**src/design/b64e_pkg.sv**
```systemverilog
package b64e_pkg;

    localparam logic [6:0] PAD_CODE    = 7'd61;
    localparam int         QUEUE_DEPTH = 2;

    // one byte of the message on the input channel
    typedef struct packed {
        logic [7:0] data_byte;
        logic       last_byte;
    } in_word_t;

    // one encoded character on the result channel
    typedef struct packed {
        logic [6:0] char_code;
        logic       last_char;
    } out_word_t;

    // a complete or flushed group handed from front to back
    typedef struct packed {
        logic [23:0] triple;
        logic [1:0]  nbytes;
        logic        last;
    } group_t;

    // queue occupancy seen by both sides
    typedef struct packed {
        logic full;
        logic empty;
    } queue_status_t;

    // map a sextet to its character in the standard alphabet
    function automatic logic [6:0] sextet_char(input logic [5:0] v);
        logic [6:0] code;
        code = 7'd0;
        if (v < 6'd26) begin
            code = 7'd65 + {1'b0, v};
        end else if (v < 6'd52) begin
            code = 7'd97 + {1'b0, v} - 7'd26;
        end else if (v < 6'd62) begin
            code = 7'd48 + {1'b0, v} - 7'd52;
        end else if (v == 6'd62) begin
            code = 7'd43;
        end else begin
            code = 7'd47;
        end
        return code;
    endfunction

endpackage

```
**src/design/b64e_front.sv**
```systemverilog
module b64e_front import b64e_pkg::*; (
    input  logic          aclk,
    input  logic          aresetn,
    input  logic          s_valid,
    output logic          s_ready,
    input  in_word_t      s_data,
    input  queue_status_t q_status,
    output logic          push,
    output group_t        push_group
);

    logic [1:0]  count_reg, count_next;
    logic [15:0] held_reg,  held_next;
    logic        completes;
    logic        accept;

    // a byte closes a group on the third byte or on the message end
    assign completes = s_data.last_byte || (count_reg == 2'd2);
    assign s_ready   = !completes || !q_status.full;
    assign accept    = s_valid && s_ready;
    assign push      = accept && completes;

    always_comb begin
        count_next = count_reg;
        held_next  = held_reg;
        push_group = '0;
        case (count_reg)
            2'd1: begin
                push_group.triple = {held_reg[15:8], s_data.data_byte, 8'h00};
                push_group.nbytes = 2'd2;
            end
            2'd2: begin
                push_group.triple = {held_reg, s_data.data_byte};
                push_group.nbytes = 2'd3;
            end
            default: begin
                push_group.triple = {s_data.data_byte, 16'h0000};
                push_group.nbytes = 2'd1;
            end
        endcase
        push_group.last = s_data.last_byte;
        if (accept) begin
            if (completes) begin
                count_next = 2'd0;
                held_next  = 16'h0000;
            end else if (count_reg == 2'd1) begin
                count_next = 2'd2;
                held_next  = {held_reg[15:8], s_data.data_byte};
            end else begin
                count_next = 2'd1;
                held_next  = {s_data.data_byte, 8'h00};
            end
        end
    end

    always_ff @(posedge aclk) begin
        if (!aresetn) begin
            count_reg <= 2'd0;
            held_reg  <= 16'h0000;
        end else begin
            count_reg <= count_next;
            held_reg  <= held_next;
        end
    end

endmodule

```
**src/design/b64e_queue.sv**
```systemverilog
module b64e_queue import b64e_pkg::*; (
    input  logic          aclk,
    input  logic          aresetn,
    input  logic          push,
    input  group_t        push_group,
    input  logic          pop,
    output group_t        head_group,
    output queue_status_t q_status
);

    localparam int PTR_W = $clog2(QUEUE_DEPTH);
    localparam int CNT_W = $clog2(QUEUE_DEPTH + 1);

    group_t             entry_reg [QUEUE_DEPTH];
    logic [PTR_W-1:0]   wr_ptr_reg, wr_ptr_next;
    logic [PTR_W-1:0]   rd_ptr_reg, rd_ptr_next;
    logic [CNT_W-1:0]   fill_reg,   fill_next;

    assign q_status.full  = (fill_reg == CNT_W'(QUEUE_DEPTH));
    assign q_status.empty = (fill_reg == '0);
    assign head_group     = entry_reg[rd_ptr_reg];

    function automatic logic [PTR_W-1:0] ptr_inc(input logic [PTR_W-1:0] p);
        logic [PTR_W-1:0] r;
        r = (p == PTR_W'(QUEUE_DEPTH - 1)) ? '0 : p + 1'b1;
        return r;
    endfunction

    always_comb begin
        wr_ptr_next = push ? ptr_inc(wr_ptr_reg) : wr_ptr_reg;
        rd_ptr_next = pop  ? ptr_inc(rd_ptr_reg) : rd_ptr_reg;
        fill_next   = fill_reg;
        if (push && !pop) begin
            fill_next = fill_reg + 1'b1;
        end else if (pop && !push) begin
            fill_next = fill_reg - 1'b1;
        end
    end

    always_ff @(posedge aclk) begin
        if (!aresetn) begin
            wr_ptr_reg <= '0;
            rd_ptr_reg <= '0;
            fill_reg   <= '0;
        end else begin
            wr_ptr_reg <= wr_ptr_next;
            rd_ptr_reg <= rd_ptr_next;
            fill_reg   <= fill_next;
        end
    end

    always_ff @(posedge aclk) begin
        if (push) begin
            entry_reg[wr_ptr_reg] <= push_group;
        end
    end

endmodule

```
**src/design/b64e_back.sv**
```systemverilog
module b64e_back import b64e_pkg::*; (
    input  logic          aclk,
    input  logic          aresetn,
    input  group_t        head_group,
    input  queue_status_t q_status,
    output logic          pop,
    output logic          m_valid,
    input  logic          m_ready,
    output out_word_t     m_data
);

    group_t     group_reg,  group_next;
    logic       busy_reg,   busy_next;
    logic [1:0] idx_reg,    idx_next;
    logic       valid_reg,  valid_next;
    out_word_t  data_reg,   data_next;
    logic       advance;
    logic [5:0] sextet;
    logic       is_pad;

    // emit a character whenever the output register is free or drains
    assign advance = busy_reg && (!valid_reg || m_ready);
    assign pop     = !q_status.empty && (!busy_reg || (advance && idx_reg == 2'd3));

    always_comb begin
        case (idx_reg)
            2'd0:    sextet = group_reg.triple[23:18];
            2'd1:    sextet = group_reg.triple[17:12];
            2'd2:    sextet = group_reg.triple[11:6];
            default: sextet = group_reg.triple[5:0];
        endcase
        is_pad = ((idx_reg == 2'd2) && (group_reg.nbytes < 2'd2))
              || ((idx_reg == 2'd3) && (group_reg.nbytes < 2'd3));

        valid_next = valid_reg;
        data_next  = data_reg;
        busy_next  = busy_reg;
        idx_next   = idx_reg;
        group_next = group_reg;

        if (valid_reg && m_ready) begin
            valid_next = 1'b0;
        end
        if (advance) begin
            valid_next          = 1'b1;
            data_next.char_code = is_pad ? PAD_CODE : sextet_char(sextet);
            data_next.last_char = (idx_reg == 2'd3) && group_reg.last;
            idx_next            = idx_reg + 2'd1;
            if (idx_reg == 2'd3) begin
                busy_next = 1'b0;
            end
        end
        if (pop) begin
            group_next = head_group;
            busy_next  = 1'b1;
            idx_next   = 2'd0;
        end
    end

    always_ff @(posedge aclk) begin
        if (!aresetn) begin
            busy_reg  <= 1'b0;
            idx_reg   <= 2'd0;
            valid_reg <= 1'b0;
        end else begin
            busy_reg  <= busy_next;
            idx_reg   <= idx_next;
            valid_reg <= valid_next;
        end
    end

    always_ff @(posedge aclk) begin
        group_reg <= group_next;
        data_reg  <= data_next;
    end

    assign m_valid = valid_reg;
    assign m_data  = data_reg;

endmodule

```
**src/design/base64_encoder.sv**
```systemverilog
// Streaming base64 encoder, standard alphabet with '=' padding. Feed one
// message byte per word on the s_ side with last_byte set on the final byte;
// the m_ side returns one ASCII character per word, four for every group of
// three bytes, and a message ending mid-group is zero-filled and padded
// ("==" after one leftover byte, "=" after two). last_char marks the final
// character of the message. A byte that does not close a group is always
// taken and produces nothing; a closing byte is taken as soon as the
// two-entry group queue has room. The output side writes one character per
// cycle while m_ready allows, four for every group, so the character
// serializer in the back end limits the input rate; the queue lets the byte
// side run ahead by two groups.
module base64_encoder import b64e_pkg::*; (
    input  logic      aclk,
    input  logic      aresetn,
    input  logic      s_valid,
    output logic      s_ready,
    input  in_word_t  s_data,
    output logic      m_valid,
    input  logic      m_ready,
    output out_word_t m_data
);

    logic          push;
    group_t        push_group;
    logic          pop;
    group_t        head_group;
    queue_status_t q_status;

    // gather bytes into groups and hand finished groups to the queue
    b64e_front u_front (
        .aclk       (aclk),
        .aresetn    (aresetn),
        .s_valid    (s_valid),
        .s_ready    (s_ready),
        .s_data     (s_data),
        .q_status   (q_status),
        .push       (push),
        .push_group (push_group)
    );

    // hold up to two groups so either side can stall alone
    b64e_queue u_queue (
        .aclk       (aclk),
        .aresetn    (aresetn),
        .push       (push),
        .push_group (push_group),
        .pop        (pop),
        .head_group (head_group),
        .q_status   (q_status)
    );

    // turn each group into four characters, one per cycle while the output is not stalled
    b64e_back u_back (
        .aclk       (aclk),
        .aresetn    (aresetn),
        .head_group (head_group),
        .q_status   (q_status),
        .pop        (pop),
        .m_valid    (m_valid),
        .m_ready    (m_ready),
        .m_data     (m_data)
    );

endmodule

```
**config.mk**
```make
export PLATFORM = sky130hd
export DESIGN_NAME = base64_encoder
export DESIGN_NICKNAME = d
export VERILOG_FILES = /design/src/design/b64e_pkg.sv /design/src/design/b64e_front.sv /design/src/design/b64e_queue.sv /design/src/design/b64e_back.sv /design/src/design/base64_encoder.sv
export SDC_FILE = /design/constraint.sdc
export NUM_CORES = 1
export LEC_CHECK = 0
export BUFFER_PORTS_ARGS = -buffer_cell sky130_fd_sc_hd__clkbuf_2
export CORE_MARGIN = 2
export CORE_UTILIZATION = 60
export CTS_BUF_LIST = sky130_fd_sc_hd__clkbuf_4 sky130_fd_sc_hd__clkbuf_8 sky130_fd_sc_hd__clkbuf_16
export DETAILED_ROUTE_END_ITERATION = 6
export GPL_TIMING_DRIVEN = 0
export PLACE_DENSITY_LB_ADDON = 0.08
export RECOVER_POWER = 25
export SKIP_LAST_GASP = 1
export SYNTH_ARGS = -nofsm -noshare
export SYNTH_HDL_FRONTEND = slang
export SYNTH_SLANG_ARGS = --single-unit
```
**constraint.sdc**
```tcl
create_clock -name aclk -period 4.8 [get_ports aclk]
set_input_delay 0.48 -clock aclk [delete_from_list [all_inputs] [get_ports aclk]]
set_output_delay 0.48 -clock aclk [all_outputs]
set_load 0.02 [all_outputs]
```
==> impl_metrics.sql, run 1 <==
INSERT INTO impl_metrics (metric_group, metric, value, unit) VALUES
('floorplanning', 'die_h', '94.4', 'um'),
('drt', 'remaining_number_of_nets_flagged_by_the_antenna_check_after_routing', '0', ''),
('clock_tree', 'cts_max_level', '4', ''),
('critical_path', 'cell_chain_of_the_critical_path', 'inv_1 > ha_1 > clkbuf_1 > nor2_2 > or3b_1 > nand2_1 > nor2_1 > and2_1', ''),
('drt', 'routed_wire_length', '9.63', 'mm'),
('synth', 'average_instance_area_after_synthesis', '13.5', 'um2'),
('critical_path', 'timing.critical_path.required', '4.90', 'ns'),
('drt', 'drc_errors', '0', ''),
('floorplanning', 'io_pins', '23', ''),
('hold_path', 'worst_hold_check_path_type', 'input pin to flop', ''),
('finish', 'antenna-diode-count', '0', ''),
('synth', 'synth_area_leader_cell', 'edfxtp_1', ''),
('synth', 'postSynthNetCount', '387', ''),
('finish', 'stdcell_count', '521', ''),
('placement', 'detailedPlacementHpwl', '6.42', 'mm'),
('finish', 'fillCellCount', '507', ''),
('sta', 'worst_case_clock_skew', '0.00916', 'ns'),
('clock_tree', 'clock_sink_count', '115', ''),
('clock_tree', 'cts_setup_buffers', '0', ''),
('clock_tree', 'number_of_buffers_inserted_by_hold_repair_at_cts', '0', ''),
('critical_path', 'crit_fanout', '27', ''),
('sta', 'layout_min_cycle_time', '3.23', 'ns'),
('clock_tree', 'clock_tree.root_cell', 'clkbuf_8', ''),
('synth', 'sequential_fraction_of_the_synthesis_area', '65.2', '%'),
('finish', 'nNetsFinal', '430', ''),
('critical_path', 'end_kind', 'flop', ''),
('clock_tree', 'ctsLongestPathBuffers', '2', ''),
('status', 'run_status', 'finished clean', ''),
('floorplanning', 'core_area', '7810', 'um2'),
('critical_path', 'timing_worst_setup_path_type', 'flop to flop', ''),
('placement', 'placement_stage_worst_setup_slack', '1.74', 'ns'),
('clock_tree', 'tritoncts_clock_tree', 'yes', ''),
('critical_path', 'cpMaxStageDelayCell', 'and2_1', ''),
('clock_tree', 'post_cts_resize_count', '0', ''),
('floorplanning', 'die_area', '8900', 'um2'),
('finish', 'largest_register_ff_count', '54', ''),
('critical_path', 'worst_setup_path_start_kind', 'flop', ''),
('clock_tree', 'clkSlewWorstSetupHoldPaths', '0.06', 'ns'),
('global_route', 'gr-total-overflow', '0', ''),
('synth', 'synth_edf_count', '89', ''),
('global_route', 'maximum_number_of_pins_on_one_net_before_global_route_repair', '28', ''),
('critical_path', 'critPathArrivalTime', '3.33', 'ns'),
('synth', 'postSynth.topFlopCell', 'edfxtp_1', ''),
('sta', 'final_max_slew_viol_count', '0', ''),
('finish', 'layout-drive-gt1-share', '20.0', '%'),
('synth', 'netlist-cell-type-count', '45', ''),
('sta', 'setup-violations-final', '0', ''),
('synth', 'ys_ff_latch', '115', ''),
('global_route', 'antenna_violations_before_repair', '0', ''),
('sta', 'setup-tns-final', '0', 'ns'),
('sta', 'unrepaired_setup_endpoints_after_global_routing', 'false', ''),
('placement', 'port-buffer-count', '22', ''),
('pwr', 'powerDensity', '665', 'nW/um2'),
('synth', 'asyncSetResetFlopFracSynth', '0', '%'),
('synth', 'post-synth-top-area-fraction', '54.6', '%'),
('drt', 'drt-wirelength-per-cell', '18.5', 'um'),
('placement', 'numPlacedInstances', '489', ''),
('pwr', 'power.total', '3830', 'uW'),
('sta', 'worst_pin_slew', '1.29', 'ns'),
('synth', 'synth_warnings', '0', ''),
('floorplanning', 'die_x', '94.4', 'um'),
('run', 'max_cap_viol_count', '0', ''),
('global_route', 'grt_usage', '23.8', '%'),
('synth', 'synthTopCellsByArea', 'edfxtp_1 (55%), dfxtp_1 (11%), mux2_2 (6.7%), ha_1 (2.8%), a22o_1 (2.7%)', ''),
('pwr', 'leakage', '0.00210', 'uW'),
('clock_tree', 'insertion_delay', '0.49', 'ns'),
('pwr', 'ir_drop', '336', 'uV'),
('drt', 'detail_route.iter0.violations', '215', ''),
('synth', 'post_synth_instance_area', '4900', 'um2'),
('global_route', 'first_global_vias', '3127', ''),
('finish', 'area.growth.synth_to_final', '17.7', '%');
## routing by layer
metal / track usage [%] / part of all wire (%)
met5: 0 / 0
met4: 7.61 / 0.71
met3: 5.91 / 4.4
met2: 40.5 / 53
met1: 30.1 / 42
## cell usage after synthesis, types with 4 or more instances
| library cell | count |
|---|---|
| and2_1 | 13 |
| nand3_1 | 5 |
| o21ai_0 | 13 |
| nand2_1 | 31 |
| a22oi_1 | 8 |
| nor2b_1 | 4 |
| a22o_1 | 15 |
| a21boi_0 | 5 |
| ha_1 | 11 |
| dfxtp_1 | 26 |
| a21oi_1 | 9 |
| mux2i_1 | 5 |
| nor2_1 | 20 |
| nor3_1 | 5 |
| inv_1 | 17 |
| mux2_2 | 29 |
| a222oi_1 | 6 |
| clkbuf_1 | 10 |
| xnor2_1 | 4 |
| edfxtp_1 | 89 |
## cell families (layout without fill, tap and decap cells)
kind of cell	count (synthesis)	in the layout	synth area share, %
flops	115	115	65.2
simple gates	88	88	8.43
compound gates	73	73	10.9
mux	37	37	8.61
buf+inv	33	89	2.94
fa+ha+maj	12	12	3.04
xor+xnor	5	5	0.894
## layout by cell type (no fill, tap or decap), types with 4 or more instances in the layout
cell type  netlist  layout
clkinv_2         0       4
clkbuf_2         0      12
xnor2_1          4       4
nor2_1          20      20
mux2i_1          5       5
and2_1          13       5
and2_0           0       8
nor3_1           5       4
ha_1            11      11
nand3_1          5       5
a21boi_0         5       5
a21oi_1          9       9
dfxtp_1         26      26
clkbuf_16        0      16
edfxtp_1        89      89
nor2b_1          4       4
nand2_1         31      31
mux2_2          29      26
bufinv_16        0       5
a222oi_1         6       6
a22o_1          15      15
clkbuf_1        10      22
inv_1           17      17
a22oi_1          8       8
o21ai_0         13      13
## critical path, delay by kind of cell, from the launching register on
family	cells	cell delay [ns]
flops	1	0.39
buf+inv	2	0.29
simple gates	5	1.95
fa+ha+maj	1	0.18
## where the power goes
part           switching (uW)  internal (uW)
Combinational             680            422
Sequential               63.9           1350
Clock                     408            905
## layout make-up
cell class / count / area [um2] / share of cell area, %
Buffer: 15 / 65.1 / 1.13
Clock buffer: 20 / 437 / 7.58
Clock inverter: 12 / 186 / 3.23
Inverter: 18 / 67.6 / 1.17
Multi-Input combinational cell: 215 / 1570 / 27.2
Sequential cell: 115 / 3190 / 55.4
Tap cell: 102 / 128 / 2.21
Timing Repair Buffer: 24 / 120 / 2.08
## final timing paths
check / to / slack, ns / startpoint / cells past startpoint
max: u_queue.entry_reg[1][6] / 1.57 / u_front.count_reg[0] / 8
max reg2reg: u_queue.entry_reg[1][6] / 1.57 / u_front.count_reg[0] / 8
min reg2reg: u_front.held_reg[6] / 0.48 / u_front.held_reg[6] / 2
min: u_front.held_reg[13] / 0.28 / s_data[6] / 2
## per-stage QoR
stage / cell area (um2) / utilization (%) / hold WS [ns]
after floorplan: 4900 / - / 0.441
after global placement: 5140 / 65.8 / 0.450
after detailed placement: 5160 / 66.1 / 0.460
after CTS: 5790 / 74.1 / 0.207
after global routing: 5760 / 73.8 / 0.271
final: 5760 / 73.8 / 0.281
No activity file was read; power rests on OpenSTA's default activity.
==> inputs of run 2 (changes only) <==
- ABC_AREA: not set -> 1
- CORE_UTILIZATION: 60 -> 55
- clock period: 4.8 -> 2.7 ns (I/O delays scaled with it)
==> run 2 against run 1 <==
  * Core utilization shrank 6.5 points
  * Register-to-register slack lost 1.4 ns
  * Count of clock-buffer cells in the layout shrank 2
  * Sequential share of layout area shrank 1.5 points
  * Highest routed layer unchanged
  * Combinational power grew 73%
  * Non-clock buffer count grew 1
  * Clock skew is essentially flat
  * Total power grew 71%
  * Critical endpoint is now u_queue.entry_reg[0][20]
  * Critical path depth grew 1
==> impl_metrics.sql, run 2 <==
INSERT INTO impl_metrics (metric_group, metric, value, unit) VALUES
('status', 'run_status', 'finished clean', ''),
('synth', 'muxShareOfSynthArea', '0', '%'),
('placement', 'gp_congestion', '0.865', ''),
('synth', 'yosysMostFrequentCell', 'nand2_1', ''),
('drt', 'drt-wirelength-per-cell', '14.2', 'um'),
('critical_path', 'timing_worst_setup_path_type', 'flop to flop', ''),
('critical_path', 'r2r_end', 'u_queue.entry_reg[0][20]', ''),
('placement', 'detailedPlacementHpwl', '6.70', 'mm'),
('sta', 'worst_case_clock_skew', '0.00920', 'ns'),
('synth', 'postSynthNetCount', '533', ''),
('pwr', 'powerDensity', '1100', 'nW/um2'),
('sta', 'unrepaired_setup_endpoints_after_global_routing', 'true', ''),
('synth', 'synthTopCellsByArea', 'edfxtp_1 (53%), nand2_1 (14%), dfxtp_1 (10%), nand3_1 (3.3%), ha_1 (2.7%)', ''),
('critical_path', 'worst_setup_path_start_kind', 'flop', ''),
('synth', 'synthSimpleGateAreaFrac', '22.1', '%'),
('synth', 'ys_ff_latch', '115', ''),
('synth', 'post_synth_instance_area', '5060', 'um2'),
('critical_path', 'worstRegToRegCells', '9', ''),
('pwr', 'cellInternalPower', '4330', 'uW'),
('pwr', 'ir_drop', '563', 'uV'),
('sta', 'worst_pin_slew', '0.828', 'ns'),
('drt', 'detail_route.iter0.violations', '159', ''),
('pwr', 'clock_power_share', '32.4', '%'),
('critical_path', 'crit_path_to', 'u_queue.entry_reg[0][20]', ''),
('synth', 'synthXorXnorAreaFrac', '0.346', '%'),
('global_route', 'gr-total-overflow', '0', ''),
('synth', 'synth_area_leader_cell', 'edfxtp_1', ''),
('sta', 'layout_min_cycle_time', '2.53', 'ns'),
('critical_path', 'end_kind', 'flop', ''),
('synth', 'netlist-cell-type-count', '35', ''),
('clock_tree', 'tritoncts.num_buffers', '17', ''),
('floorplanning', 'die_area', '9980', 'um2'),
('synth', 'synth_edf_count', '89', ''),
('pwr', 'leakage', '0.00242', 'uW'),
('global_route', 'grt_first_pass_wirelength', '15.8', 'mm'),
('drt', 'detail_route.vias_per_cell', '5.07', ''),
('finish', 'fillCellCount', '718', ''),
('critical_path', 'critical_path.max_stage_delay', '0.47', 'ns'),
('critical_path', 'timing.critical_path.required', '2.90', 'ns'),
('floorplanning', 'core_area', '8810', 'um2'),
('synth', 'post-synth-top-area-fraction', '52.8', '%'),
('floorplanning', 'io_pins', '23', ''),
('placement', 'port-buffer-count', '21', ''),
('hold_path', 'worst_hold_check_path_type', 'input pin to flop', ''),
('drt', 'drc_errors', '0', ''),
('critical_path', 'cpMaxStageDelayCell', 'nor2_2', ''),
('critical_path', 'r2r_setup_slack', '0.17', 'ns'),
('clock_tree', 'clock_tree.root_cell', 'clkbuf_8', ''),
('drt', 'routed_wire_length', '9.55', 'mm'),
('pwr', 'net-switching-power', '2220', 'uW'),
('finish', 'postLayoutCellArea', '5930', 'um2'),
('synth', 'compound_cell_area_share_of_the_yosys_netlist', '6.63', '%'),
('drt', 'num_vias', '3420', ''),
('synth', 'synth_warnings', '0', ''),
('sta', 'final_max_slew_viol_count', '0', ''),
('synth', 'asyncSetResetFlopFracSynth', '0', '%'),
('critical_path', 'critical_path.reg2reg.startpoint', 'u_front.count_reg[0]', ''),
('global_route', 'antenna_violations_before_repair', '0', ''),
('drt', 'drt_pre_antenna_iters', '4', ''),
('clock_tree', 'tritoncts_clock_tree', 'yes', ''),
('pwr', 'power_switching_share', '33.9', '%'),
('finish', 'layout-drive-gt1-share', '14.0', '%'),
('synth', 'combinational_family_with_the_most_area_after_synthesis', 'simple AND/OR/NAND/NOR gates', ''),
('sta', 'timing.max_slew.rel_slack', '44.6', '%'),
('global_route', 'maximum_number_of_pins_on_one_net_before_global_route_repair', '32', ''),
('finish', 'layout_commonest_cell', 'nand2_1', ''),
('sta', 'maxClockFrequency', '396', 'MHz'),
('placement', 'numPlacedInstances', '639', ''),
('clock_tree', 'cts_max_level', '4', ''),
('clock_tree', 'ctsLongestPathBuffers', '2', ''),
('critical_path', 'critPathArrivalTime', '2.73', 'ns'),
('drt', 'remaining_number_of_nets_flagged_by_the_antenna_check_after_routing', '0', ''),
('placement', 'post_dp_cell_area', '5340', 'um2'),
('synth', 'synth_fa_ha_area_share', '2.72', '%'),
('pwr', 'power.sequential.fraction', '38.6', '%'),
('synth', 'average_instance_area_after_synthesis', '9.94', 'um2'),
('floorplanning', 'die_h', '99.9', 'um'),
('synth', 'sequential_fraction_of_the_synthesis_area', '63.1', '%'),
('global_route', 'first_global_vias', '3345', ''),
('sta', 'hold_ws', '0.0578', 'ns'),
('floorplanning', 'floorplan.initialDensity', '57.4', '%'),
('clock_tree', 'insertion_delay', '0.50', 'ns'),
('clock_tree', 'post_cts_resize_count', '0', ''),
('floorplanning', 'die_x', '99.9', 'um'),
('finish', 'layout.cells.most_common_list', 'nand2_1 (189), edfxtp_1 (89), inv_1 (36)', ''),
('finish', 'finish.utilization', '67.3', '%'),
('finish', 'stdcell_count', '674', ''),
('finish', 'largest_register_ff_count', '54', ''),
('global_route', 'grt_usage', '20.9', '%'),
('pwr', 'comb_power_share', '29.0', '%'),
('finish', 'area.growth.synth_to_final', '17.1', '%'),
('sta', 'setup-violations-final', '0', ''),
('clock_tree', 'clkSlewWorstSetupHoldPaths', '0.06', 'ns'),
('synth', 'syn-instance-count', '509', ''),
('critical_path', 'crit_fanout', '18', ''),
('finish', 'nNetsFinal', '577', ''),
('finish', 'antenna-diode-count', '0', ''),
('sta', 'fraction_of_the_cycle_the_final_worst_path_needs', '93.6', '%'),
('synth', 'postSynth.topFlopCell', 'edfxtp_1', ''),
('sta', 'final_report_hold_violation_count', '0', ''),
('critical_path', 'cell_chain_of_the_critical_path', 'inv_1 > ha_1 > buf_6 > or2_1 > buf_6 > a31oi_4 > nand2_2 > nor2_2 > buf_8', ''),
('critical_path', 'worst_setup_startpoint', 'u_front.count_reg[0]', ''),
('floorplanning', 'std_cell_rows', '34', ''),
('clock_tree', 'clock_sink_count', '115', ''),
('run', 'max_cap_viol_count', '0', ''),
('synth', 'ys_top_cells_by_count', 'nand2_1 (189), edfxtp_1 (89), inv_1 (36)', ''),
('critical_path', 'critical-path-top-cell-by-count', 'buf_6', '');
[run 2: worst max-delay path, delay by kind of cell, from the launching register on]
| kind | cells | cell delay (ns) |
|---|---|---|
| AO/OA/AOI/OAI | 1 | 0.21 |
| adder cells (fa/ha/maj) | 1 | 0.21 |
| AND/OR/NAND/NOR | 3 | 0.83 |
| flip-flops | 1 | 0.36 |
| buffers and inverters | 4 | 0.61 |
[run 2: per-stage QoR]
step	worst slack (ns)	TNS [ns]	power, uW
after CTS	0.0180	0	6570
after global routing	-0.000443	-0.000443	6940
after global placement	-0.310	-14.88	4390
after detailed placement	0.0554	0	4440
final	0.173	0	6550
after floorplan	0.110	0	3930
[run 2: power by group through the flow]
stage / Combinational, uW / Sequential (uW) / Clock, uW
final: 1900 / 2520 / 2120
after global placement: 1830 / 2560 / 0
after detailed placement: 1880 / 2560 / 0
after global routing: 2160 / 2560 / 2220
after floorplan: 1310 / 2620 / 0
after CTS: 1890 / 2530 / 2150
[run 2: cell type report]
cell class / count / area [um2] / share of cell area [%]
multi-input combinational: 334 / 1640 / 27.6
buffer: 16 / 76.3 / 1.29
timing repair buffer: 24 / 125 / 2.11
tap: 108 / 135 / 2.28
sequential: 115 / 3190 / 53.9
inverter: 45 / 175 / 2.96
clock buffer: 18 / 428 / 7.22
clock inverter: 14 / 156 / 2.64
[run 2: cells by family (layout without fill, tap and decap cells)]
kind of cell               after synthesis  after routing
xor gates and xnor gates                 2              2
buffers and inverters                   61            117
AOI/OAI and AO/OA                       55             56
and+or+nand+nor                        265            265
adders and majority gates               11             11
DFF                                    115            115
[run 2: how the worst min path moves through the flow]
stage                    start                      end  cells past startpoint
4_1_cts                m_ready           u_back.m_valid                      4
2_1_floorplan        s_data[0]  u_queue.entry_reg[0][0]                      0
5_1_grt              s_data[6]      u_front.held_reg[5]                      3
6_report               m_ready           u_back.m_valid                      4
3_5_place_dp   u_back.busy_reg           u_back.m_valid                      2
3_3_place_gp   u_back.busy_reg           u_back.m_valid                      2
[run 2: metal layers]
layer / global-route usage (%) / part of all wire (%)
met1: 25.5 / 43
met2: 34.3 / 49
met3: 5.08 / 4.4
met4: 11.9 / 3.2
met5: 0 / 0
[run 2: timing repair]
item	CTS	global route
hold buffers	1	0
buffers inserted	0	1
endpoints found under the hold margin	2	0
setup endpoints to repair	0	3
==> inputs of run 3 (changes only) <==
- CORE_UTILIZATION: 55 -> 50
==> run 3 against run 2 <==
  * Count of clock-buffer cells in the layout unchanged
  * Worst setup slack worse by 0.011 ns
  * Register-to-register slack about the same
  * Total power up 0.46%
  * Hold slack better by 0.013 ns
  * Flip-flop and latch count unchanged
  * Via count up 1.2%
  * Final area up 0.74%
  * Largest power group unchanged
==> impl_metrics.sql, run 3 (synthesis results as in run 2) <==
INSERT INTO impl_metrics (metric_group, metric, value, unit) VALUES
('placement', 'port-buffer-count', '21', ''),
('finish', 'layout.cells.most_common_list', 'nand2_1 (189), edfxtp_1 (89), inv_1 (36)', ''),
('sta', 'timing.max_slew.rel_slack', '46.1', '%'),
('finish', 'layout_commonest_cell', 'nand2_1', ''),
('sta', 'maxClockFrequency', '394', 'MHz'),
('clock_tree', 'ctsLongestPathBuffers', '2', ''),
('status', 'run_status', 'finished clean', ''),
('drt', 'drt-wirelength-per-cell', '14.2', 'um'),
('finish', 'layout-drive-gt1-share', '14.0', '%'),
('critical_path', 'critical_path_buf_inv_count', '3', ''),
('global_route', 'antenna_violations_before_repair', '0', ''),
('drt', 'detail_route.vias_per_cell', '4.95', ''),
('critical_path', 'path_depth', '8', ''),
('hold_path', 'hold_start', 's_data[3]', ''),
('clock_tree', 'clock_tree.root_cell', 'clkbuf_8', ''),
('drt', 'dr_wl_met2', '5.24', 'mm'),
('sta', 'unrepaired_setup_endpoints_after_global_routing', 'true', ''),
('sta', 'final_critical_path_setup_slack', '0.162', 'ns'),
('critical_path', 'critPathArrivalTime', '2.66', 'ns'),
('clock_tree', 'clkSlewWorstSetupHoldPaths', '0.06', 'ns'),
('pwr', 'cellInternalPower', '4390', 'uW'),
('pwr', 'comb_power_share', '28.5', '%'),
('drt', 'remaining_number_of_nets_flagged_by_the_antenna_check_after_routing', '0', ''),
('drt', 'top_layer', 'met4', ''),
('run', 'max_cap_viol_count', '0', ''),
('floorplanning', 'io_pins', '23', ''),
('placement', 'gp_congestion', '0.840', ''),
('finish', 'finish.utilization', '60.8', '%'),
('floorplanning', 'die_area', '10900', 'um2'),
('finish', 'largest_register_ff_count', '54', ''),
('critical_path', 'critical-path-top-cell-by-count', 'buf_6', ''),
('pwr', 'power.sequential.fraction', '38.5', '%'),
('placement', 'detailedPlacementHpwl', '6.85', 'mm'),
('drt', 'drc_errors', '0', ''),
('sta', 'worst_pin_slew', '0.807', 'ns'),
('hold_path', 'worst_hold_check_path_type', 'input pin to flop', ''),
('placement', 'placement_stage_worst_setup_slack', '0.0311', 'ns'),
('floorplanning', 'core_area', '9820', 'um2'),
('critical_path', 'cpMaxStageDelayCell', 'nor2_4', ''),
('pwr', 'power_switching_share', '33.2', '%'),
('clock_tree', 'insertion_delay', '0.50', 'ns'),
('critical_path', 'r2r_end', 'u_queue.entry_reg[1][20]', ''),
('critical_path', 'critical_path.max_stage_delay', '0.64', 'ns'),
('global_route', 'gr-total-overflow', '0', ''),
('critical_path', 'crit_family', 'simple AND/OR/NAND/NOR gates', ''),
('sta', 'worst_case_clock_skew', '0.00813', 'ns'),
('clock_tree', 'clock_sink_count', '115', ''),
('pwr', 'power.total', '6580', 'uW'),
('drt', 'detail_route.wirelength.met1', '4.29', 'mm'),
('sta', 'final_max_slew_viol_count', '0', ''),
('global_route', 'grt_first_pass_wirelength', '16.2', 'mm'),
('clock_tree', 'tritoncts_clock_tree', 'yes', ''),
('critical_path', 'timing_worst_setup_path_type', 'flop to flop', ''),
('drt', 'drt_pre_antenna_iters', '5', ''),
('critical_path', 'worstRegToRegCells', '8', ''),
('critical_path', 'end_kind', 'flop', ''),
('global_route', 'maximum_number_of_pins_on_one_net_before_global_route_repair', '29', ''),
('placement', 'post_dp_cell_area', '5370', 'um2'),
('critical_path', 'r2r_setup_slack', '0.16', 'ns'),
('critical_path', 'worst_setup_path_start_kind', 'flop', ''),
('finish', 'nNetsFinal', '577', ''),
('floorplanning', 'floorplan.initialDensity', '51.5', '%'),
('pwr', 'ir_drop', '478', 'uV'),
('clock_tree', 'tritoncts.num_buffers', '17', ''),
('sta', 'final_report_hold_violation_count', '0', ''),
('drt', 'detail_route.iter0.violations', '169', ''),
('critical_path', 'crit_fanout', '28', ''),
('sta', 'layout_min_cycle_time', '2.54', 'ns'),
('drt', 'routed_wire_length', '9.95', 'mm'),
('hold_path', 'timing.hold.worst_endpoint', 'u_front.held_reg[2]', ''),
('critical_path', 'timing.critical_path.required', '2.82', 'ns'),
('finish', 'area.growth.synth_to_final', '18.0', '%'),
('finish', 'postLayoutCellArea', '5970', 'um2'),
('pwr', 'clock_power_share', '33.0', '%'),
('floorplanning', 'std_cell_rows', '36', ''),
('drt', 'wl_met3', '355', 'um'),
('sta', 'fraction_of_the_cycle_the_final_worst_path_needs', '94.0', '%'),
('finish', 'antenna-diode-count', '0', ''),
('pwr', 'net-switching-power', '2180', 'uW'),
('floorplanning', 'die_x', '105', 'um'),
('critical_path', 'cell_chain_of_the_critical_path', 'inv_1 > ha_1 > buf_6 > or2_1 > buf_6 > a31oi_4 > nand2_2 > nor2_4', ''),
('global_route', 'first_global_vias', '3395', ''),
('pwr', 'leakage', '0.00243', 'uW'),
('global_route', 'grt_usage', '19.5', '%'),
('critical_path', 'critical_path.reg2reg.startpoint', 'u_front.count_reg[0]', ''),
('sta', 'setup-violations-final', '0', ''),
('drt', 'num_vias', '3461', ''),
('pwr', 'powerDensity', '1100', 'nW/um2'),
('hold_path', 'hold-path-cell-count', '3', ''),
('clock_tree', 'cts_max_level', '4', ''),
('floorplanning', 'die_h', '105', 'um');
## run 3: power groups by stage
stage	clock (uW)	sequential [uW]	combinational [uW]
floorplan	0	2620	1310
global placement	0	2570	1810
detailed placement	0	2570	1850
CTS	2200	2540	1880
global route	2290	2570	2120
finish	2170	2530	1870
## run 3: layout make-up
cell class / count / area [um2]
well taps: 133 / 166
multi-input cells: 334 / 1640
flip-flops and latches: 115 / 3190
inverters: 45 / 175
plain buffers: 16 / 83.8
clock inverters: 14 / 163
fillers: 847 / 3850
clock buffers: 18 / 422
repair buffers: 24 / 125
## run 3: repair_timing
item	4_1_cts	5_1_grt
buffers inserted	0	1
endpoints found under the setup margin	1	35
cloned	1	0
endpoints found under the hold margin	2	0
gates resized for setup	0	1
pin swaps	0	0
hold buffers	1	0
## run 3: how the worst max path moves through the flow
| stage | from | to | slack [ns] |
|---|---|---|---|
| floorplan | u_back.idx_reg[0] | u_queue.fill_reg[1] | 0.11 |
| global placement | u_back.idx_reg[0] | u_queue.fill_reg[1] | -0.34 |
| detailed placement | u_back.idx_reg[1] | u_queue.fill_reg[1] | 0.03 |
| CTS | u_front.count_reg[0] | u_queue.entry_reg[1][24] | 0.15 |
| global route | u_front.count_reg[0] | u_queue.entry_reg[1][18] | -0.03 |
| finish | u_front.count_reg[0] | u_queue.entry_reg[1][20] | 0.16 |
## run 3: metal layers
metal	track usage, %	up-vias
li1	-	1775
met1	22.8	1609
met2	35.2	73
met3	5.18	4
met4	6.00	0
met5	0	-
## run 3: worst reg2reg max path, delay by kind of cell (launching register included)
| family | cells | cell delay (ns) |
|---|---|---|
| adders and majority gates | 1 | 0.20 |
| and+or+nand+nor | 3 | 1.03 |
| AOI/OAI and AO/OA | 1 | 0.21 |
| DFF | 1 | 0.36 |
| buffers and inverters | 3 | 0.35 |
## run 3: metrics by stage
step | std cells | setup TNS, ns | hold slack (ns)
5_1_grt | 699 | -0.677 | 0.0600
2_1_floorplan | 509 | 0 | 0.369
6_report | 699 | 0 | 0.0706
3_3_place_gp | 663 | -14.82 | 0.458
3_5_place_dp | 664 | 0 | 0.469
4_1_cts | 698 | 0 | 0.0396
